### src/lrupr_pkg.sv
// Shared constants, types and helpers for the LRU page replacement block.
package lrupr_pkg;

  localparam int PAGE_W  = 16;   // page field width on the ports
  localparam int SLOT_W  = 4;    // slot field width on the result
  localparam int CNT_W   = 32;   // request / miss counters and age stamps
  localparam int TSIZE_W = 5;    // table_size register width

  localparam logic [TSIZE_W-1:0] TSIZE_RST = 5'd16;

  // Control tag that rides along the scan chain with each candidate.
  typedef struct packed {
    logic tok;    // a scan is passing this point
    logic first;  // no candidate taken yet
  } scan_tag_t;

  function automatic logic [CNT_W-1:0] sat_inc(input logic [CNT_W-1:0] v);
    return (v == '1) ? v : v + 1'b1;
  endfunction

endpackage

### src/lrupr_if.sv
// Channel interfaces: page request, result and table_size write.
interface lrupr_req_if import lrupr_pkg::*; ();
  logic              valid;
  logic              ready;
  logic [PAGE_W-1:0] page;

  modport source (output valid, output page, input ready);
  modport sink   (input valid, input page, output ready);
endinterface

interface lrupr_rsp_if import lrupr_pkg::*; ();
  logic              valid;
  logic              ready;
  logic              hit;
  logic [SLOT_W-1:0] slot;
  logic              evicted;
  logic [PAGE_W-1:0] evicted_page;
  logic [CNT_W-1:0]  request_count;
  logic [CNT_W-1:0]  miss_count;

  modport source (output valid, output hit, output slot, output evicted,
                  output evicted_page, output request_count, output miss_count,
                  input ready);
  modport sink   (input valid, input hit, input slot, input evicted,
                  input evicted_page, input request_count, input miss_count,
                  output ready);
endinterface

interface lrupr_cfg_if import lrupr_pkg::*; ();
  logic               valid;
  logic               ready;
  logic [TSIZE_W-1:0] table_size;

  modport source (output valid, output table_size, input ready);
  modport sink   (input valid, input table_size, output ready);
endinterface

### src/lrupr_cell.sv
// One table entry: holds a page and its age stamp, compares and passes the scan.
module lrupr_cell import lrupr_pkg::*; #(
  parameter int IDX = 0,
  parameter int IW  = 4,
  parameter int PW  = 16
) (
  input  logic             clk_i,
  input  logic             rst_ni,
  input  logic [PW-1:0]    lookup_page_i,
  output logic             match_o,
  input  logic             wr_en_i,
  input  logic [IW-1:0]    wr_slot_i,
  input  logic [PW-1:0]    wr_page_i,
  input  logic [CNT_W-1:0] wr_age_i,
  input  scan_tag_t        scan_tag_i,
  input  logic [CNT_W-1:0] scan_age_i,
  input  logic [IW-1:0]    scan_idx_i,
  input  logic [PW-1:0]    scan_page_i,
  output scan_tag_t        scan_tag_o,
  output logic [CNT_W-1:0] scan_age_o,
  output logic [IW-1:0]    scan_idx_o,
  output logic [PW-1:0]    scan_page_o
);

  logic [PW-1:0]    page_q;
  logic [CNT_W-1:0] age_q;
  logic             take;

  assign match_o = (page_q == lookup_page_i);

  // strict less keeps the lower slot on equal stamps
  assign take = scan_tag_i.tok && (scan_tag_i.first || (age_q < scan_age_i));

  always_ff @(posedge clk_i) begin
    if (wr_en_i && (wr_slot_i == IW'(IDX))) begin
      page_q <= wr_page_i;
      age_q  <= wr_age_i;
    end
  end

  always_ff @(posedge clk_i or negedge rst_ni) begin
    if (!rst_ni) begin
      scan_tag_o <= '0;
    end else begin
      scan_tag_o.tok   <= scan_tag_i.tok;
      scan_tag_o.first <= scan_tag_i.first && !take;
    end
  end

  always_ff @(posedge clk_i) begin
    if (take) begin
      scan_age_o  <= age_q;
      scan_idx_o  <= IW'(IDX);
      scan_page_o <= page_q;
    end else begin
      scan_age_o  <= scan_age_i;
      scan_idx_o  <= scan_idx_i;
      scan_page_o <= scan_page_i;
    end
  end

endmodule

### src/lru_page_replacement_core.sv
// Top level of the LRU page replacement block: control, counters and cell chain.
//
// Fully associative page table with least recently used replacement.
// req_i carries one page number per transaction; page zero is dropped
// without a result. rsp_o returns one result per nonzero page: hit flag,
// slot, eviction flag and page, and the saturating request and miss counts.
// cfg_i writes table_size (slots in use); it is always ready and must only
// be written while the block is idle.
// Flow: a hit or a fill into a free slot passes ST_LOOK and ST_DONE on
// its way to the result register; the next request is taken in the cycle
// the result appears. An eviction also passes ST_SCAN, which walks the age
// stamps through the cell chain, one cell per cycle, before ST_DONE. The
// lookup compares all cells in parallel.
// One request is worked on at a time; the result register lets a new
// request in while the previous result waits. If rsp_o stalls and the
// result register is still full, the block holds the finished item.
// Reset empties the table (fill count zero), clears both counters and sets
// table_size to 16, limited to ENTRIES. No clearing pass is needed.
module lru_page_replacement_core import lrupr_pkg::*; #(
  parameter int ENTRIES   = 16,
  parameter int PAGE_BITS = 16
) (
  input  logic         clk_i,
  input  logic         rst_ni,
  lrupr_req_if.sink    req_i,
  lrupr_rsp_if.source  rsp_o,
  lrupr_cfg_if.sink    cfg_i
);

  localparam int IW = (ENTRIES > 1) ? $clog2(ENTRIES) : 1;
  localparam int CW = $clog2(ENTRIES + 1);
  localparam int PW = (PAGE_BITS < PAGE_W) ? PAGE_BITS : PAGE_W;

  typedef enum logic [3:0] {
    ST_IDLE = 4'b0001,
    ST_LOOK = 4'b0010,
    ST_SCAN = 4'b0100,
    ST_DONE = 4'b1000
  } state_e;

  state_e             state_q;
  logic [TSIZE_W-1:0] table_size_q;
  logic [CW-1:0]      fill_count_q;
  logic [CNT_W-1:0]   req_cnt_q;
  logic [CNT_W-1:0]   miss_cnt_q;
  logic [PW-1:0]      page_q;
  logic               hit_q;
  logic               fill_q;
  logic               evict_q;
  logic [IW-1:0]      slot_q;
  logic [PW-1:0]      victim_q;
  logic               out_valid_q;

  logic [CW-1:0]      size;
  logic [CW-1:0]      filled;
  logic [PW-1:0]      page_in;
  logic               accept;
  logic               has_room;
  logic               look_hit;
  logic [IW-1:0]      hit_idx;
  logic               scan_start;
  logic               scan_done;
  logic [IW-1:0]      last_idx;
  logic               out_load;
  logic [ENTRIES-1:0] match_v;

  scan_tag_t          tag_o  [ENTRIES];
  logic [CNT_W-1:0]   age_o  [ENTRIES];
  logic [IW-1:0]      idx_o  [ENTRIES];
  logic [PW-1:0]      page_o [ENTRIES];

  // slots in use: zero acts as one, capped at the built capacity
  always_comb begin
    if (table_size_q == '0) begin
      size = CW'(1);
    end else if (32'(table_size_q) > 32'(ENTRIES)) begin
      size = CW'(ENTRIES);
    end else begin
      size = CW'(table_size_q);
    end
  end

  assign filled   = (fill_count_q < size) ? fill_count_q : size;
  assign has_room = (fill_count_q < size);
  assign last_idx = IW'(size - 1'b1);
  assign page_in  = req_i.page[PW-1:0];

  assign req_i.ready = (state_q == ST_IDLE);
  assign cfg_i.ready = 1'b1;
  assign accept      = req_i.valid && (state_q == ST_IDLE) && (page_in != '0);

  // first matching filled slot
  always_comb begin
    look_hit = 1'b0;
    hit_idx  = '0;
    for (int i = ENTRIES - 1; i >= 0; i--) begin
      if (match_v[i] && (CW'(i) < filled)) begin
        look_hit = 1'b1;
        hit_idx  = IW'(i);
      end
    end
  end

  assign scan_start = (state_q == ST_LOOK) && !look_hit && !has_room;
  assign scan_done  = (state_q == ST_SCAN) && tag_o[last_idx].tok;
  assign out_load   = (state_q == ST_DONE) && (!out_valid_q || rsp_o.ready);

  for (genvar i = 0; i < ENTRIES; i++) begin : g_cell
    scan_tag_t        tag_in;
    logic [CNT_W-1:0] age_in;
    logic [IW-1:0]    idx_in;
    logic [PW-1:0]    page_in_c;

    if (i == 0) begin : g_head
      assign tag_in    = '{tok: scan_start, first: 1'b1};
      assign age_in    = '1;
      assign idx_in    = '0;
      assign page_in_c = '0;
    end else begin : g_link
      // the scan token stops after the last slot in use
      assign tag_in    = (IW'(i - 1) == last_idx) ? scan_tag_t'('0) : tag_o[i-1];
      assign age_in    = age_o[i-1];
      assign idx_in    = idx_o[i-1];
      assign page_in_c = page_o[i-1];
    end

    lrupr_cell #(
      .IDX (i),
      .IW  (IW),
      .PW  (PW)
    ) u_cell (
      .clk_i         (clk_i),
      .rst_ni        (rst_ni),
      .lookup_page_i (page_q),
      .match_o       (match_v[i]),
      .wr_en_i       (out_load),
      .wr_slot_i     (slot_q),
      .wr_page_i     (page_q),
      .wr_age_i      (req_cnt_q),
      .scan_tag_i    (tag_in),
      .scan_age_i    (age_in),
      .scan_idx_i    (idx_in),
      .scan_page_i   (page_in_c),
      .scan_tag_o    (tag_o[i]),
      .scan_age_o    (age_o[i]),
      .scan_idx_o    (idx_o[i]),
      .scan_page_o   (page_o[i])
    );
  end

  always_ff @(posedge clk_i or negedge rst_ni) begin
    if (!rst_ni) begin
      state_q      <= ST_IDLE;
      table_size_q <= TSIZE_RST;
      fill_count_q <= '0;
      req_cnt_q    <= '0;
      miss_cnt_q   <= '0;
      out_valid_q  <= 1'b0;
    end else begin
      if (cfg_i.valid) begin
        table_size_q <= cfg_i.table_size;
      end
      if (out_load) begin
        out_valid_q <= 1'b1;
      end else if (rsp_o.ready) begin
        out_valid_q <= 1'b0;
      end
      case (state_q)
        ST_IDLE: begin
          if (accept) begin
            state_q   <= ST_LOOK;
            req_cnt_q <= sat_inc(req_cnt_q);
          end
        end
        ST_LOOK: begin
          state_q <= (look_hit || has_room) ? ST_DONE : ST_SCAN;
        end
        ST_SCAN: begin
          if (scan_done) begin
            state_q <= ST_DONE;
          end
        end
        ST_DONE: begin
          if (out_load) begin
            state_q <= ST_IDLE;
            if (!hit_q) begin
              miss_cnt_q <= sat_inc(miss_cnt_q);
            end
            if (fill_q) begin
              fill_count_q <= fill_count_q + 1'b1;
            end
          end
        end
        default: begin
          state_q <= ST_IDLE;
        end
      endcase
    end
  end

  always_ff @(posedge clk_i) begin
    if (accept) begin
      page_q <= page_in;
    end
    if (state_q == ST_LOOK) begin
      hit_q    <= look_hit;
      fill_q   <= !look_hit && has_room;
      evict_q  <= !look_hit && !has_room;
      slot_q   <= look_hit ? hit_idx : IW'(fill_count_q);
      victim_q <= '0;
    end else if (scan_done) begin
      slot_q   <= idx_o[last_idx];
      victim_q <= page_o[last_idx];
    end
    if (out_load) begin
      rsp_o.hit           <= hit_q;
      rsp_o.slot          <= SLOT_W'(slot_q);
      rsp_o.evicted       <= evict_q;
      rsp_o.evicted_page  <= PAGE_W'(victim_q);
      rsp_o.request_count <= req_cnt_q;
      rsp_o.miss_count    <= hit_q ? miss_cnt_q : sat_inc(miss_cnt_q);
    end
  end

  assign rsp_o.valid = out_valid_q;

  // scan leaves the last slot in use only while the controller waits for it
  assert property (@(posedge clk_i) disable iff (!rst_ni)
    tag_o[last_idx].tok |-> (state_q == ST_SCAN))
    else $error("scan result outside of scan state");

  assert property (@(posedge clk_i) disable iff (!rst_ni)
    fill_count_q <= CW'(ENTRIES))
    else $error("fill count beyond capacity");

  assert property (@(posedge clk_i) disable iff (!rst_ni)
    miss_cnt_q <= req_cnt_q)
    else $error("more misses than requests");

  assert property (@(posedge clk_i) disable iff (!rst_ni)
    ((state_q == ST_DONE) && evict_q) |-> (fill_count_q >= size))
    else $error("eviction while free slots remain");

  assert property (@(posedge clk_i) disable iff (!rst_ni)
    out_load |=> (state_q == ST_IDLE) && out_valid_q)
    else $error("result load did not complete the transaction");

endmodule
### src/flat_wrapper.sv
// flat-port wrapper written by rule: the top's interface ports become plain ports
module lru_page_replacement_core_flat import lrupr_pkg::*;
#(
  parameter int ENTRIES   = 16,
  parameter int PAGE_BITS = 16
)
  (clk_i, rst_ni, req_i_valid, req_i_page, req_i_ready, rsp_o_valid, rsp_o_hit, rsp_o_slot, rsp_o_evicted, rsp_o_evicted_page, rsp_o_request_count, rsp_o_miss_count, rsp_o_ready, cfg_i_valid, cfg_i_table_size, cfg_i_ready);
  lrupr_req_if req_i_i ();
  lrupr_rsp_if rsp_o_i ();
  lrupr_cfg_if cfg_i_i ();
  input  logic clk_i;
  input  logic rst_ni;
  input wire logic [$bits(req_i_i.valid)-1:0] req_i_valid;
  input wire logic [$bits(req_i_i.page)-1:0] req_i_page;
  output wire logic [$bits(req_i_i.ready)-1:0] req_i_ready;
  output wire logic [$bits(rsp_o_i.valid)-1:0] rsp_o_valid;
  output wire logic [$bits(rsp_o_i.hit)-1:0] rsp_o_hit;
  output wire logic [$bits(rsp_o_i.slot)-1:0] rsp_o_slot;
  output wire logic [$bits(rsp_o_i.evicted)-1:0] rsp_o_evicted;
  output wire logic [$bits(rsp_o_i.evicted_page)-1:0] rsp_o_evicted_page;
  output wire logic [$bits(rsp_o_i.request_count)-1:0] rsp_o_request_count;
  output wire logic [$bits(rsp_o_i.miss_count)-1:0] rsp_o_miss_count;
  input wire logic [$bits(rsp_o_i.ready)-1:0] rsp_o_ready;
  input wire logic [$bits(cfg_i_i.valid)-1:0] cfg_i_valid;
  input wire logic [$bits(cfg_i_i.table_size)-1:0] cfg_i_table_size;
  output wire logic [$bits(cfg_i_i.ready)-1:0] cfg_i_ready;
  assign req_i_i.valid = req_i_valid;
  assign req_i_i.page = req_i_page;
  assign req_i_ready = req_i_i.ready;
  assign rsp_o_valid = rsp_o_i.valid;
  assign rsp_o_hit = rsp_o_i.hit;
  assign rsp_o_slot = rsp_o_i.slot;
  assign rsp_o_evicted = rsp_o_i.evicted;
  assign rsp_o_evicted_page = rsp_o_i.evicted_page;
  assign rsp_o_request_count = rsp_o_i.request_count;
  assign rsp_o_miss_count = rsp_o_i.miss_count;
  assign rsp_o_i.ready = rsp_o_ready;
  assign cfg_i_i.valid = cfg_i_valid;
  assign cfg_i_i.table_size = cfg_i_table_size;
  assign cfg_i_ready = cfg_i_i.ready;
  lru_page_replacement_core #(.ENTRIES(ENTRIES), .PAGE_BITS(PAGE_BITS)) u_core (.clk_i(clk_i), .rst_ni(rst_ni), .req_i(req_i_i), .rsp_o(rsp_o_i), .cfg_i(cfg_i_i));
endmodule
### config.mk
export PLATFORM = sky130hd
export DESIGN_NAME = lru_page_replacement_core_flat
export DESIGN_NICKNAME = d
export VERILOG_FILES = /design/src/lrupr_pkg.sv /design/src/lrupr_if.sv /design/src/lrupr_cell.sv /design/src/lru_page_replacement_core.sv /design/src/flat_wrapper.sv
export SDC_FILE = /design/constraint.sdc
export NUM_CORES = 2
export LEC_CHECK = 0
export ABC_CLOCK_PERIOD_IN_PS = 11500
export BUFFER_PORTS_ARGS = -buffer_cell sky130_fd_sc_hd__buf_2
export CORE_MARGIN = 2
export CORE_UTILIZATION = 55
export DETAILED_ROUTE_END_ITERATION = 10
export PLACE_DENSITY_LB_ADDON = 0.08
export SYNTH_ARGS = -nofsm -noshare
export SYNTH_HDL_FRONTEND = slang
export SYNTH_SLANG_ARGS = --single-unit
### constraint.sdc
create_clock -name clk_i -period 11.5 [get_ports clk_i]
set_input_delay 2.875 -clock clk_i [delete_from_list [all_inputs] [get_ports clk_i]]
set_output_delay 2.875 -clock clk_i [all_outputs]
set_load 0.005 [all_outputs]
==> results.sh <==
export IMPL_finalSetupViolCount=0
export IMPL_reg2reg_from="u_core.table_size_q[4]"
export IMPL_antenna_found_initial=11
export IMPL_rr_worst_depth=15
export IMPL_ys_types=84
export IMPL_ys_seq_area_frac=0.574
export IMPL_num_nets_final=6902
export IMPL_die_x_um=382
export IMPL_synth_top_cell_by_area="edfxtp_1"
export IMPL_rsz0062_at_grt="no"
export IMPL_detail_route_vias_per_cell=5.97
export IMPL_total_via_count_in_the_routed_design=50506
export IMPL_clk_transition_reported_paths_ns=0.06
export IMPL_post_synth_top_area_fraction=0.335
export IMPL_global_route_wire_length_before_repair_um=311000
export IMPL_root_buffer="clkbuf_16"
export IMPL_postSynthRegisterBits=1788
export IMPL_synth_enable_flop_cells=877
export IMPL_yosysWarnings=0
export IMPL_worstHoldPathType="flip-flop to flip-flop"
export IMPL_report_final_slew_viol_count=0
export IMPL_postSynth_asyncResetShare=0.0615
export IMPL_maxCapViolations=0
export IMPL_r2r_end="u_core.g_cell[9].u_cell.scan_page_o[2]"
export IMPL_totalWireLength_um=207000
export IMPL_pin_count_of_the_biggest_net_entering_global_routing=101
export IMPL_area_taken_by_multi_input_logic_gates_um2=30900
export IMPL_power_ir_vdd_worst_mv=0.325
export IMPL_filler_cell_count=10917
export IMPL_globalRouteTotalUtil=0.282
export IMPL_synth_ff_type="edfxtp_1"
export IMPL_setup_worst_path_end_class="flip-flop"
export IMPL_finalHoldViolations=0
export IMPL_startpoint_types="flip-flop"
export IMPL_maximum_fanout_along_the_worst_path=55
export IMPL_layout_common_cells="edfxtp_1, dfxtp_1, mux2_2"
export IMPL_die_h_um=382
export IMPL_max_freq_mhz=181
export IMPL_timing_worst_slew_pin_value_ns=1.25
export IMPL_mappedNetlistNets=6778
export IMPL_initial_drc_count=4771
export IMPL_drive_above_1_share=0.184
export IMPL_status="complete, no violations"
export IMPL_synthTopCellsByArea="edfxtp_1, dfxtp_1, ha_1, mux2_2, dfrtp_1"
export IMPL_tritoncts="yes"
export IMPL_p_per_area_nw_per_um2=224
export IMPL_numCtsBuffers=186
export IMPL_fin_crit_ns=5.54
export IMPL_area_delta_synth_final_pct=11.9
export IMPL_pin_count=115
export IMPL_regArea_um2=45100
export IMPL_globalRoute_busiestLayer="met2"
export IMPL_cts_buffer_depth=3
export IMPL_port_buffer_count=113
export IMPL_met3_usage=0.0535
export IMPL_wl_per_cell_um=24.4
export IMPL_gr_total_overflow=0
export IMPL_detailedPlacementHpwl_um=139000
export IMPL_worst_setup_path_type="flip-flop to flip-flop"
export IMPL_final_common_cell="edfxtp_1"
export IMPL_route_detailed_drc=0
export IMPL_cts_post_setup_buffers_inserted=0
export IMPL_grt_pass1_vias=49852
export IMPL_min_period_over_period=0.482
export IMPL_synthesis_area_um2=78700
export IMPL_drt_first_pass_iters=7
export IMPL_use_met2=0.438
export IMPL_post_synth_inst_count=6276
export IMPL_fp_dieArea_um2=146000
export IMPL_core_um2=142000
export IMPL_setup_total_negative_slack_ns=0
export IMPL_hold_slack_ns=0.417
export IMPL_clock_sinks=1788
export IMPL_clock_insertion_delay_worst_skew_ns=0.83
export IMPL_synthesis_area_per_instance_um2=12.5
export IMPL_detail_route_antenna_nets=0
export IMPL_hold_path_endpoint="u_core.g_cell[0].u_cell.scan_age_o[14]"
export IMPL_hold_buffers=0
export IMPL_timing_hold_worst_start="u_core.g_cell[0].u_cell.age_q[14]"
export IMPL_worst_slew_margin_rel=0.169
export IMPL_timing_reg2reg_setup_slack_ns=5.96
export IMPL_cp_data_arrival_time_ns=6.22
export IMPL_cts_resized=0
export IMPL_postLayoutCoreUtil=0.621
export IMPL_hold_depth=1
export IMPL_globalplace_congestion=0.889
export IMPL_number_of_levels_in_the_clock_h_tree=4
export IMPL_worst_clock_skew_ns=0.0338
export IMPL_placement_rows=138
export IMPL_start_util=0.555
export IMPL_crit_required_ns=12.19
export IMPL_p_leak_uw=0.0383
export IMPL_use_met1=0.404
[logic make-up after synthesis]
| family | synth area share |
|---|---|
| flip-flops | 0.574 |
| adder cells (fa/ha/maj) | 0.0757 |
| buffers and inverters | 0.0393 |
| AND/OR/NAND/NOR | 0.101 |
| multiplexers | 0.105 |
| other | 0.0000477 |
| AO/OA/AOI/OAI | 0.0659 |
| XOR/XNOR | 0.0394 |
[routing by layer]
| metal | vias to the layer above | wire length (µm) | part of all wire |
|---|---|---|---|
| li1 | 23151 | - | - |
| met1 | 25238 | 91000 | 0.44 |
| met2 | 1809 | 93200 | 0.45 |
| met3 | 308 | 16900 | 0.082 |
| met4 | 0 | 5540 | 0.027 |
| met5 | - | 0 | 0 |
[power breakdown]
group	switching, µW	leakage [µW]	internal [µW]
Sequential	554	0.0154	7480
Clock	2500	0.00311	3690
Combinational	3500	0.0199	1970
[cells in the mapped netlist, types with 7 or more instances]
cell / count
a211oi_1: 18
a21o_1: 177
a21oi_1: 134
a221o_1: 39
a221oi_1: 150
a31oi_1: 10
and2_1: 60
and3_1: 166
and4_1: 15
buf_1: 14
buf_2: 31
clkbuf_1: 238
dfrtp_1: 108
dfxtp_1: 801
edfxtp_1: 877
ha_1: 476
inv_1: 512
mux2_2: 513
mux2i_1: 25
mux4_2: 95
nand2_1: 269
nand2b_1: 74
nand3_1: 197
nand4_1: 271
nor2_1: 209
nor2b_1: 90
nor3_1: 45
nor4_1: 48
o211ai_1: 7
o21a_1: 15
o21ai_0: 97
o21bai_1: 9
o31ai_1: 10
or2_2: 19
or3_1: 7
xnor2_1: 198
xor2_1: 156
[cell type report]
type / count / share of cell area
Inverter: 515 / 0.0220
Sequential cell: 1788 / 0.513
Clock buffer: 269 / 0.0614
Clock inverter: 78 / 0.0104
Antenna cell: 4 / 0.000114
Multi-Input combinational cell: 3683 / 0.351
Tap cell: 1890 / 0.0269
Timing Repair Buffer: 226 / 0.0161
[registers in the layout, summed over array words and instances, names as in the netlist, 4 cells and up]
signal and cells:
u_core.rsp_o.miss_count 32, u_core.req_cnt_q 32, u_core.miss_cnt_q 32, u_core.table_size_q 5
u_core.victim_q 16, u_core.g_cell.u_cell.age_q 512, u_core.fill_count_q 5, u_core.g_cell.u_cell.scan_age_o 480
u_core.slot_q 4, u_core.g_cell.u_cell.page_q 256, u_core.g_cell.u_cell.scan_tag_o 31, u_core.g_cell.u_cell.scan_idx_o 49
u_core.rsp_o.request_count 32, u_core.page_q 16, u_core.rsp_o.evicted_page 16, u_core.rsp_o.slot 4
u_core.g_cell.u_cell.scan_page_o 256, u_core.state_q 4
[critical path: stages, from the launching register on]
cell	delay (ns)
dfstp_2	0.67
nor4_1	0.09
or2_1	0.39
inv_6	0.59
ha_1	0.49
xor2_4	0.16
buf_4	0.43
and2_1	0.29
nand2_1	0.10
nand2_2	0.07
buf_4	0.54
inv_2	0.48
buf_4	0.42
and3_1	0.26
a221oi_1	0.21
nand3_1	0.13
[through the flow]
stage / setup WS [ns] / power, µW / cells / area, µm²
2_1_floorplan: 1.38 / 11500 / 6276 / 78700
3_3_place_gp: 5.39 / 13500 / 8102 / 81700
3_5_place_dp: 5.34 / 13600 / 8102 / 81700
4_1_cts: 5.97 / 19700 / 8449 / 88000
5_1_grt: 5.54 / 20600 / 8449 / 88000
6_report: 5.96 / 19700 / 8453 / 88000
[worst max path at each step]
stage	to	slack, ns	from
after floorplan	u_core.g_cell[2].u_cell.age_q[0]	1.38	rsp_o_ready
after global placement	u_core.g_cell[2].u_cell.age_q[1]	5.39	rsp_o_ready
after detailed placement	u_core.g_cell[2].u_cell.age_q[1]	5.34	rsp_o_ready
after CTS	u_core.g_cell[7].u_cell.scan_age_o[24]	5.97	u_core.table_size_q[4]
after global routing	u_core.g_cell[7].u_cell.scan_age_o[21]	5.54	u_core.table_size_q[4]
final	u_core.g_cell[9].u_cell.scan_page_o[2]	5.96	u_core.table_size_q[4]
Note: power is estimated with default switching activity, not from simulation.
